===== src/sv/hsl_pkg.sv =====
// shared constants and types for the hsl/hsv to rgb converter
// no dependencies; used by the converter, hue path and chroma path through scoped names
package hsl_pkg;

   localparam int FRACTION_BITS_DEFAULT = 12;

   // pipeline shape: three stages in the hue and chroma paths, three after them
   localparam int PATH_STAGES = 3;
   localparam int PIPE_STAGES = 6;

   // hue in 1/64 degree
   localparam int HUE_SECTOR = 3840;
   localparam int HUE_FULL   = 23040;
   // six full turns, makes every 18-bit hue non-negative
   localparam int HUE_OFFSET = 138240;

   // reciprocals for exact floor division of small values
   localparam logic [10:0] RECIP_45 = 11'd1457;
   localparam logic [12:0] RECIP_15 = 13'd4370;

   // width of the hue wrap result, of the angle within one turn and of the hue weight k
   localparam int WRAP_W = 19;
   localparam int ANGLE_W = 15;
   localparam int WEIGHT_W = 12;
   // per-channel level before the divide by 15
   localparam int LEVEL_W = 12;
   localparam int LEVEL_MAX = 3840;

   typedef enum logic [2:0] {
      SEC_RED_YELLOW,
      SEC_YELLOW_GREEN,
      SEC_GREEN_CYAN,
      SEC_CYAN_BLUE,
      SEC_BLUE_MAGENTA,
      SEC_MAGENTA_RED
   } sector_type;

   localparam logic COLOR_MODEL_HSL = 1'b0;
   localparam logic COLOR_MODEL_HSV = 1'b1;

endpackage


===== src/sv/hsl_hsv_to_rgb_converter.sv =====
// HSL/HSV to RGB converter, six-stage pipeline taking one item per clock while
// the output is not held. The stage split follows the two multiplier stages of
// the hue wrap and chroma, the x-term multiplier and the final exact divide
// by 15. The pipeline stalls stage by stage from the output back, so bubbles
// are squeezed out and req_ready only drops when all six stages hold items.
// csr_write_data selects HSL (0) or HSV (1) and must only change while the
// pipeline is empty. Hue is in 1/64 degree and wraps modulo 360 degrees;
// saturation and lightness/value are Q1.FRACTION_BITS, clamped to 0..1.
// Depends on hsl_pkg, hsl_pipe_ctrl, hsl_hue_path and hsl_chroma_path.
module hsl_hsv_to_rgb_converter #(
   parameter int FRACTION_BITS = hsl_pkg::FRACTION_BITS_DEFAULT
) (
   input  logic               clock,
   input  logic               reset,
   input  logic               csr_write_enable,
   input  logic               csr_write_data,
   input  logic               req_valid,
   output logic               req_ready,
   input  logic signed [17:0] req_hue,
   input  logic signed [13:0] req_saturation,
   input  logic signed [13:0] req_lightness_or_value,
   output logic               rsp_valid,
   input  logic               rsp_ready,
   output logic [7:0]         rsp_red,
   output logic [7:0]         rsp_green,
   output logic [7:0]         rsp_blue
);

   localparam int CW = 2 * FRACTION_BITS + 1;
   localparam int BW = 2 * FRACTION_BITS + 2;
   localparam int XW = 2 * FRACTION_BITS + 13;
   localparam int NW = 2 * FRACTION_BITS + 14;
   localparam int LW = hsl_pkg::LEVEL_W;
   localparam int WW = hsl_pkg::WEIGHT_W;

   logic                              color_model_ff;
   logic [hsl_pkg::PIPE_STAGES-1:0]   stage_en;
   logic [hsl_pkg::PIPE_STAGES-1:0]   stage_valid;

   hsl_pkg::sector_type               sector3;
   logic [WW-1:0]                     weight3;
   logic [CW-1:0]                     cn3;
   logic [BW-1:0]                     bias3;

   hsl_pkg::sector_type               sector4_ff;
   logic [XW-1:0]                     x4_ff, x4_in;
   logic [CW-1:0]                     cn4_ff;
   logic [BW-1:0]                     bias4_ff;

   logic [NW-1:0]                     base_term;
   logic [NW-1:0]                     c_term;
   logic [NW-1:0]                     x_term;
   logic [NW-1:0]                     term_r, term_g, term_b;
   logic [NW-1:0]                     sum_r, sum_g, sum_b;
   logic [LW-1:0]                     q_r_ff, q_g_ff, q_b_ff;
   logic [LW-1:0]                     q_r_in, q_g_in, q_b_in;

   logic [7:0]                        red_ff, green_ff, blue_ff;
   logic [7:0]                        red_in, green_in, blue_in;

   always_ff @(posedge clock) begin
      if (reset) begin
         color_model_ff <= hsl_pkg::COLOR_MODEL_HSL;
      end else if (csr_write_enable) begin
         color_model_ff <= csr_write_data;
      end
   end

   hsl_pipe_ctrl #(
      .STAGES (hsl_pkg::PIPE_STAGES)
   ) u_ctrl (
      .clock       (clock),
      .reset       (reset),
      .in_valid    (req_valid),
      .in_ready    (req_ready),
      .out_ready   (rsp_ready),
      .stage_en    (stage_en),
      .stage_valid (stage_valid)
   );

   hsl_hue_path u_hue (
      .clock    (clock),
      .stage_en (stage_en[hsl_pkg::PATH_STAGES-1:0]),
      .hue      (req_hue),
      .sector   (sector3),
      .weight   (weight3)
   );

   hsl_chroma_path #(
      .FRACTION_BITS (FRACTION_BITS)
   ) u_chroma (
      .clock              (clock),
      .stage_en           (stage_en[hsl_pkg::PATH_STAGES-1:0]),
      .color_model        (color_model_ff),
      .saturation         (req_saturation),
      .lightness_or_value (req_lightness_or_value),
      .chroma             (cn3),
      .bias               (bias3)
   );

   // stage 4: x term = cn * k
   assign x4_in = XW'(cn3) * XW'(weight3);

   // stage 5: level = 3840*b + 2*term, then drop 2*fraction_bits+1 bits
   always_comb begin
      base_term = (NW'(bias4_ff) << 12) - (NW'(bias4_ff) << 8);
      c_term    = (NW'(cn4_ff) << 13) - (NW'(cn4_ff) << 9);
      x_term    = NW'(x4_ff) << 1;
      case (sector4_ff)
         hsl_pkg::SEC_RED_YELLOW: begin
            term_r = c_term; term_g = x_term; term_b = '0;
         end
         hsl_pkg::SEC_YELLOW_GREEN: begin
            term_r = x_term; term_g = c_term; term_b = '0;
         end
         hsl_pkg::SEC_GREEN_CYAN: begin
            term_r = '0; term_g = c_term; term_b = x_term;
         end
         hsl_pkg::SEC_CYAN_BLUE: begin
            term_r = '0; term_g = x_term; term_b = c_term;
         end
         hsl_pkg::SEC_BLUE_MAGENTA: begin
            term_r = x_term; term_g = '0; term_b = c_term;
         end
         default: begin
            term_r = c_term; term_g = '0; term_b = x_term;
         end
      endcase
      sum_r  = base_term + term_r;
      sum_g  = base_term + term_g;
      sum_b  = base_term + term_b;
      q_r_in = sum_r[2*FRACTION_BITS+LW:2*FRACTION_BITS+1];
      q_g_in = sum_g[2*FRACTION_BITS+LW:2*FRACTION_BITS+1];
      q_b_in = sum_b[2*FRACTION_BITS+LW:2*FRACTION_BITS+1];
   end

   // stage 6: floor(q / 15), saturated at 255
   function automatic logic [7:0] to_byte(input logic [LW-1:0] q);
      logic [24:0] prod;
      logic [8:0]  scaled;
      prod   = 25'(q) * 25'(hsl_pkg::RECIP_15);
      scaled = prod[24:16];
      return scaled[8] ? 8'hff : scaled[7:0];
   endfunction

   assign red_in   = to_byte(q_r_ff);
   assign green_in = to_byte(q_g_ff);
   assign blue_in  = to_byte(q_b_ff);

   always_ff @(posedge clock) begin
      if (stage_en[3]) begin
         sector4_ff <= sector3;
         x4_ff      <= x4_in;
         cn4_ff     <= cn3;
         bias4_ff   <= bias3;
      end
      if (stage_en[4]) begin
         q_r_ff <= q_r_in;
         q_g_ff <= q_g_in;
         q_b_ff <= q_b_in;
      end
      if (stage_en[5]) begin
         red_ff   <= red_in;
         green_ff <= green_in;
         blue_ff  <= blue_in;
      end
   end

   assign rsp_valid = stage_valid[hsl_pkg::PIPE_STAGES-1];
   assign rsp_red   = red_ff;
   assign rsp_green = green_ff;
   assign rsp_blue  = blue_ff;

   // the input only backs up when every stage holds an item and the output waits
   a_full_stall: assert property (@(posedge clock) disable iff (reset)
      !req_ready |-> (stage_valid == '1) && !rsp_ready)
      else $error("input stalled with a free pipeline stage");

   a_reset_empty: assert property (@(posedge clock)
      $fell(reset) |-> (stage_valid == '0))
      else $error("pipeline not empty after reset");

   // hue weight never exceeds one sector
   a_weight_range: assert property (@(posedge clock) disable iff (reset)
      stage_valid[2] |-> (weight3 <= WW'(hsl_pkg::HUE_SECTOR)))
      else $error("hue weight above one sector");

   // a channel level is at most full scale (256 * 15)
   a_level_range: assert property (@(posedge clock) disable iff (reset)
      stage_valid[4] |-> (q_r_ff <= LW'(hsl_pkg::LEVEL_MAX))
                      && (q_g_ff <= LW'(hsl_pkg::LEVEL_MAX))
                      && (q_b_ff <= LW'(hsl_pkg::LEVEL_MAX)))
      else $error("channel level above full scale");

endmodule


===== src/sv/hsl_pipe_ctrl.sv =====
// valid bits and per-stage load enables of the converter pipeline
// a stage loads when it is empty or the stage after it moves; uses no package
module hsl_pipe_ctrl #(
   parameter int STAGES = 6
) (
   input  logic              clock,
   input  logic              reset,
   input  logic              in_valid,
   output logic              in_ready,
   input  logic              out_ready,
   output logic [STAGES-1:0] stage_en,
   output logic [STAGES-1:0] stage_valid
);

   logic [STAGES-1:0] valid_ff;
   logic [STAGES-1:0] valid_in;
   logic [STAGES:0]   ready_chain;

   always_comb begin
      ready_chain[STAGES] = out_ready;
      for (int i = STAGES - 1; i >= 0; i--) begin
         ready_chain[i] = !valid_ff[i] || ready_chain[i+1];
      end
   end

   assign stage_en    = ready_chain[STAGES-1:0];
   assign in_ready    = ready_chain[0];
   assign stage_valid = valid_ff;
   assign valid_in    = {valid_ff[STAGES-2:0], in_valid};

   always_ff @(posedge clock) begin
      if (reset) begin
         valid_ff <= '0;
      end else begin
         for (int i = 0; i < STAGES; i++) begin
            if (stage_en[i]) begin
               valid_ff[i] <= valid_in[i];
            end
         end
      end
   end

endmodule


===== src/sv/hsl_hue_path.sv =====
// hue path: wrap into one turn, find the 60 degree sector and the weight of x
// depends on hsl_pkg for hue constants and the sector type
module hsl_hue_path (
   input  logic                                clock,
   input  logic [hsl_pkg::PATH_STAGES-1:0]     stage_en,
   input  logic signed [17:0]                  hue,
   output hsl_pkg::sector_type                 sector,
   output logic [hsl_pkg::WEIGHT_W-1:0]        weight
);

   logic [hsl_pkg::WRAP_W-1:0]   wrap_ff, wrap_in;
   logic [3:0]                   turns_ff, turns_in;
   logic [9:0]                   coarse;
   logic [20:0]                  turns_prod;
   logic [hsl_pkg::ANGLE_W-1:0]  angle_ff, angle_in;
   hsl_pkg::sector_type          sector_ff, sector_in;
   logic [hsl_pkg::WEIGHT_W-1:0] weight_ff, weight_in;
   logic [12:0]                  phase;
   logic [12:0]                  phase_base;
   logic [hsl_pkg::WEIGHT_W-1:0] fold;

   // stage 1: offset to non-negative, turns = floor(wrap / 23040) via wrap/512/45
   always_comb begin
      wrap_in    = hsl_pkg::WRAP_W'(32'(hue) + hsl_pkg::HUE_OFFSET);
      coarse     = wrap_in[18:9];
      turns_prod = 21'(coarse) * 21'(hsl_pkg::RECIP_45);
      turns_in   = turns_prod[19:16];
   end

   // stage 2: angle within one turn
   assign angle_in = hsl_pkg::ANGLE_W'(wrap_ff
                     - hsl_pkg::WRAP_W'(turns_ff) * hsl_pkg::WRAP_W'(hsl_pkg::HUE_FULL));

   // stage 3: sector and the triangle weight k = 3840 - |t - 3840|
   always_comb begin
      if (angle_ff < hsl_pkg::ANGLE_W'(hsl_pkg::HUE_SECTOR)) begin
         sector_in = hsl_pkg::SEC_RED_YELLOW;
      end else if (angle_ff < hsl_pkg::ANGLE_W'(2 * hsl_pkg::HUE_SECTOR)) begin
         sector_in = hsl_pkg::SEC_YELLOW_GREEN;
      end else if (angle_ff < hsl_pkg::ANGLE_W'(3 * hsl_pkg::HUE_SECTOR)) begin
         sector_in = hsl_pkg::SEC_GREEN_CYAN;
      end else if (angle_ff < hsl_pkg::ANGLE_W'(4 * hsl_pkg::HUE_SECTOR)) begin
         sector_in = hsl_pkg::SEC_CYAN_BLUE;
      end else if (angle_ff < hsl_pkg::ANGLE_W'(5 * hsl_pkg::HUE_SECTOR)) begin
         sector_in = hsl_pkg::SEC_BLUE_MAGENTA;
      end else begin
         sector_in = hsl_pkg::SEC_MAGENTA_RED;
      end
      case (sector_in)
         hsl_pkg::SEC_RED_YELLOW, hsl_pkg::SEC_YELLOW_GREEN: begin
            phase_base = 13'd0;
         end
         hsl_pkg::SEC_GREEN_CYAN, hsl_pkg::SEC_CYAN_BLUE: begin
            phase_base = 13'(2 * hsl_pkg::HUE_SECTOR);
         end
         default: begin
            phase_base = 13'(4 * hsl_pkg::HUE_SECTOR);
         end
      endcase
      phase = 13'(angle_ff) - phase_base;
      if (phase >= 13'(hsl_pkg::HUE_SECTOR)) begin
         fold = hsl_pkg::WEIGHT_W'(phase - 13'(hsl_pkg::HUE_SECTOR));
      end else begin
         fold = hsl_pkg::WEIGHT_W'(13'(hsl_pkg::HUE_SECTOR) - phase);
      end
      weight_in = hsl_pkg::WEIGHT_W'(hsl_pkg::HUE_SECTOR) - fold;
   end

   always_ff @(posedge clock) begin
      if (stage_en[0]) begin
         wrap_ff  <= wrap_in;
         turns_ff <= turns_in;
      end
      if (stage_en[1]) begin
         angle_ff <= angle_in;
      end
      if (stage_en[2]) begin
         sector_ff <= sector_in;
         weight_ff <= weight_in;
      end
   end

   assign sector = sector_ff;
   assign weight = weight_ff;

endmodule


===== src/sv/hsl_chroma_path.sv =====
// chroma path: clamp the fractions, form chroma cn and the bias term b
// depends on hsl_pkg for the color model codes
module hsl_chroma_path #(
   parameter int FRACTION_BITS = hsl_pkg::FRACTION_BITS_DEFAULT
) (
   input  logic                                clock,
   input  logic [hsl_pkg::PATH_STAGES-1:0]     stage_en,
   input  logic                                color_model,
   input  logic signed [13:0]                  saturation,
   input  logic signed [13:0]                  lightness_or_value,
   output logic [2*FRACTION_BITS:0]            chroma,
   output logic [2*FRACTION_BITS+1:0]          bias
);

   localparam int FW  = FRACTION_BITS + 1;
   localparam int CW  = 2 * FRACTION_BITS + 1;
   localparam int BW  = 2 * FRACTION_BITS + 2;
   localparam int ONE = 1 << FRACTION_BITS;

   logic [FW-1:0]   sat_ff, sat_in;
   logic [FW-1:0]   lev_ff, lev_in;
   logic [FW-1:0]   lev2_ff;
   logic [FW:0]     twice_lev;
   logic [FW-1:0]   dev;
   logic [FW-1:0]   span;
   logic [FW-1:0]   mult_a;
   logic [2*FW-1:0] prod;
   logic [CW-1:0]   cn_ff, cn_in;
   logic [CW-1:0]   cn3_ff;
   logic [BW-1:0]   bias_ff, bias_in;

   function automatic logic [FW-1:0] clamp_frac(input logic signed [13:0] v);
      if (v < 0) begin
         return '0;
      end else if (32'(v) > ONE) begin
         return FW'(ONE);
      end else begin
         return FW'(v);
      end
   endfunction

   assign sat_in = clamp_frac(saturation);
   assign lev_in = clamp_frac(lightness_or_value);

   // hsl: cn = (1 - |2l - 1|) * s, hsv: cn = v * s
   always_comb begin
      twice_lev = {lev_ff, 1'b0};
      if (twice_lev >= (FW+1)'(ONE)) begin
         dev = FW'(twice_lev - (FW+1)'(ONE));
      end else begin
         dev = FW'((FW+1)'(ONE) - twice_lev);
      end
      span   = FW'(ONE) - dev;
      mult_a = (color_model == hsl_pkg::COLOR_MODEL_HSV) ? lev_ff : span;
      prod   = (2*FW)'(mult_a) * (2*FW)'(sat_ff);
      cn_in  = prod[CW-1:0];
   end

   // bias scaled by 2 * one^2 (3840 is applied in stage 5): hsl 2*l*one - cn, hsv 2*l*one - 2*cn
   assign bias_in = (BW'(lev2_ff) << (FRACTION_BITS + 1))
                  - ((color_model == hsl_pkg::COLOR_MODEL_HSV) ? (BW'(cn_ff) << 1)
                                                               : BW'(cn_ff));

   always_ff @(posedge clock) begin
      if (stage_en[0]) begin
         sat_ff <= sat_in;
         lev_ff <= lev_in;
      end
      if (stage_en[1]) begin
         cn_ff   <= cn_in;
         lev2_ff <= lev_ff;
      end
      if (stage_en[2]) begin
         cn3_ff  <= cn_ff;
         bias_ff <= bias_in;
      end
   end

   assign chroma = cn3_ff;
   assign bias   = bias_ff;

endmodule


===== config.mk =====
export PLATFORM = sky130hd
export DESIGN_NAME = hsl_hsv_to_rgb_converter
export DESIGN_NICKNAME = d
export VERILOG_FILES = /design/src/sv/hsl_pkg.sv /design/src/sv/hsl_hsv_to_rgb_converter.sv /design/src/sv/hsl_pipe_ctrl.sv /design/src/sv/hsl_hue_path.sv /design/src/sv/hsl_chroma_path.sv
export SDC_FILE = /design/constraint.sdc
export NUM_CORES = 2
export LEC_CHECK = 0
export BUFFER_PORTS_ARGS = -buffer_cell sky130_fd_sc_hd__buf_2
export CORE_ASPECT_RATIO = 1.2
export CORE_UTILIZATION = 30
export DETAILED_ROUTE_END_ITERATION = 6
export PLACE_DENSITY_LB_ADDON = 0.08
export SLEW_MARGIN = 20
export SYNTH_ARGS = -nofsm -noshare
export SYNTH_HDL_FRONTEND = slang
export SYNTH_HIERARCHICAL = 1
export SYNTH_SLANG_ARGS = --single-unit

===== constraint.sdc =====
create_clock -name clock -period 10.2 [get_ports clock]
set_input_delay 0.51 -clock clock [delete_from_list [all_inputs] [get_ports clock]]
set_output_delay 0.51 -clock clock [all_outputs]
set_load 0.03 [all_outputs]

==> results.ini <==
[clock_network]
cts_tree = done
cts_root_buffer = clkbuf_16
clock_path_buffers = 3
post_cts_buffers = 0
cts_buffers = 42
cts_resized = 0
clk_latency_ps = 600
htreeDepth = 2
numClockSinks = 314
clk_pin_slew_ps = 60
cts_hold_buf = 0

[flow_run]
maxCapViolations = 0

[grt]
antenna_found_initial = 0
overflow = 0
grt_pass1_wl_um = 164100
grtUsageTotal_pct = 16.20
grt_max_degree = 69
grt_pass1_vias = 28783

[sta]
finalCriticalPeriod_ps = 8362
finClkSkew_ps = 25.59
max_slew_margin_pct = 30.17
final.setup.tns_ps = 0
clock.fmax_ghz = 0.1196
drv_slew = 0
period_share_pct = 81.98
setup_viol = 0
worst_pin_slew_ps = 1047
hold_violations = 0
grt_setup_unrepaired = false

[place]
io_buffers = 77
gp_congestion = 0.7962
dp_hpwl_um = 85240

[cells_and_area]
drive_gt1_share_pct = 6.023
multi_input_area_um2 = 26570
final_nets = 4997
seqCellArea_um2 = 9360
area.growth.synth_to_final_pct = 9.637
num-fill-cells = 13291

[critical_path]
crit_fanout = 17
cp_data_arrival_time_ps = 8690
worstPathRequired_ps = 10530
critPathKind = flop to flop
endpoint_kind = flop
start_kind = flop

[status]
status = finished, final reports clean

[route]
wl_per_cell_um = 18.20
dr.first_iter.drc_count = 1011
postRouteAntennaNets = 0
num_vias = 27102
firstDrtPassIters = 5
drc = 0
wl_um = 104300
routed_via_density = 4.728

[synth]
syn-cell-area_um2 = 38870
synthFlopType = edfxtp_1
synthCells = 3982
async_flop_share_pct = 0
synth_warnings = 6
syn-num-nets = 4959
synth.avg_cell_area_um2 = 9.762
ys_ff_latch = 314
synth-edff-count = 307
synth_cell_types = 101
ys_seq_area_share_pct = 24.08

[floorplan]
rows = 144
die_area_um2 = 131000
pin_count = 78
die_w_um = 330.6
coreArea_um2 = 128500
die_h_um = 396.3
start_util_pct = 30.26

[hold_path]
min_path_type = input pin to flop

[layout make-up]
type | instances | area share, %
sequential | 314 | 21.96
clock inverter | 28 | 0.7692
timing repair buffer | 117 | 1.609
tap | 1679 | 4.929
antenna | 2 | 0.01174
clock buffer | 47 | 2.560
inverter | 659 | 5.807
multi-input combinational | 2886 | 62.35
[logic make-up (layout without fill, tap and decap cells)]
kind of cell	after synthesis	count (layout)	synth area share, %
adder cells (fa/ha/maj)	925	925	37.40
AND/OR/NAND/NOR	1062	1062	13.53
flip-flops	314	314	24.08
AO/OA/AOI/OAI	625	625	11.02
XOR/XNOR	248	248	5.623
other	0	2	0
multiplexers	26	26	0.6920
buffers and inverters	782	851	7.657
[worst max-delay path, stage by stage (launching register included)]
cell      delay (ps)
edfxtp_1         820
inv_1            240
ha_1             340
or3_1            300
o32ai_1          200
nand4_1          200
o21ai_0          280
a22oi_1          110
o221ai_1         220
buf_4            250
nor2b_1           90
fa_1             500
inv_1             50
fa_1             530
inv_1             50
fa_1             490
inv_1             50
fa_1             460
fa_1             540
inv_1             40
ha_1             210
or3_1            410
o21bai_1         240
a311o_1          340
a31oi_1          270
o21bai_1         160
o31ai_1          250
xnor3_1          440
[synthesized netlist by cell type, types with 41 or more instances]
cell	count	area, µm²
inv_1	658	2470
ha_1	530	6631
nand2_1	423	1588
fa_1	395	7908
edfxtp_1	307	9219
and2_1	177	1107
xnor2_1	166	1454
a21oi_1	158	790.8
nor2_1	139	521.8
o21ai_0	114	570.6
clkbuf_1	106	397.9
xor2_1	81	709.4
a21o_1	65	488.0
nor2b_1	58	362.9
nand2b_1	42	262.8
nand3_1	42	210.2
nor3_1	42	210.2
a22o_1	41	359.1
[metal layers]
metal / up-vias / wire (µm) / track usage, %
li1: 13401 / - / -
met1: 13297 / 44220 / 19.48
met2: 302 / 54960 / 30.10
met3: 102 / 2490 / 1.777
met4: 0 / 2631 / 4.337
met5: - / 0 / 0
[state kept, by name, summed over array words and instances (netlist names), 13 cells and up]
name              cells
x4_ff                29
bias4_ff             26
u_chroma/bias        26
cn4_ff               25
u_chroma/chroma      25
u_chroma/cn_ff       25
u_hue/angle_ff       15
u_hue/wrap_ff        15
u_chroma/lev2_ff     13
u_chroma/lev_ff      13
u_chroma/sat_ff      13
[stage by stage]
stage	cell area [µm²]	util, %	setup slack [ps]	hold WS (ps)	std cells
floorplan	38870	-	2704	400.3	3982
global placement	41200	32.07	1863	400.8	5655
detailed placement	41200	32.07	1760	405.4	5655
CTS	42610	33.17	1764	36.93	5730
global route	42610	33.17	1337	47.03	5730
finish	42620	33.18	1838	91.58	5732
[path summary, 6_finish.rpt]
kind	start	cells after the start	to	slack, ps
worst max-delay path	u_chroma/lev_ff[0]	27	u_chroma/cn_ff[24]	1840
worst min-delay path	req_hue[3]	1	u_hue/wrap_ff[3]	90
worst max register to register	u_chroma/lev_ff[0]	27	u_chroma/cn_ff[24]	1840
worst min register to register	u_chroma/bias[22]	0	bias4_ff[22]	420
[placed cells by master (no fill, tap or decap), drive strengths merged, types with 21 or more instances in the layout]
cell type and count:
inv 663, ha 530, nand2 423, fa 395
edfxtp 307, and2 177, xnor2 166, a21oi 164
nor2 140, o21ai 121, buf 117, xor2 81
a21o 65, nor2b 58, clkbuf 47, nor3 43
nand2b 42, nand3 42, a22o 41, o21a 30
and3 29, or3 29, a211oi 29, a31oi 24
o21bai 23, mux2i 22, nand4 21
Power is not shown: default switching activity piles up to over one toggle a cycle in this logic, so the estimate is an artifact.
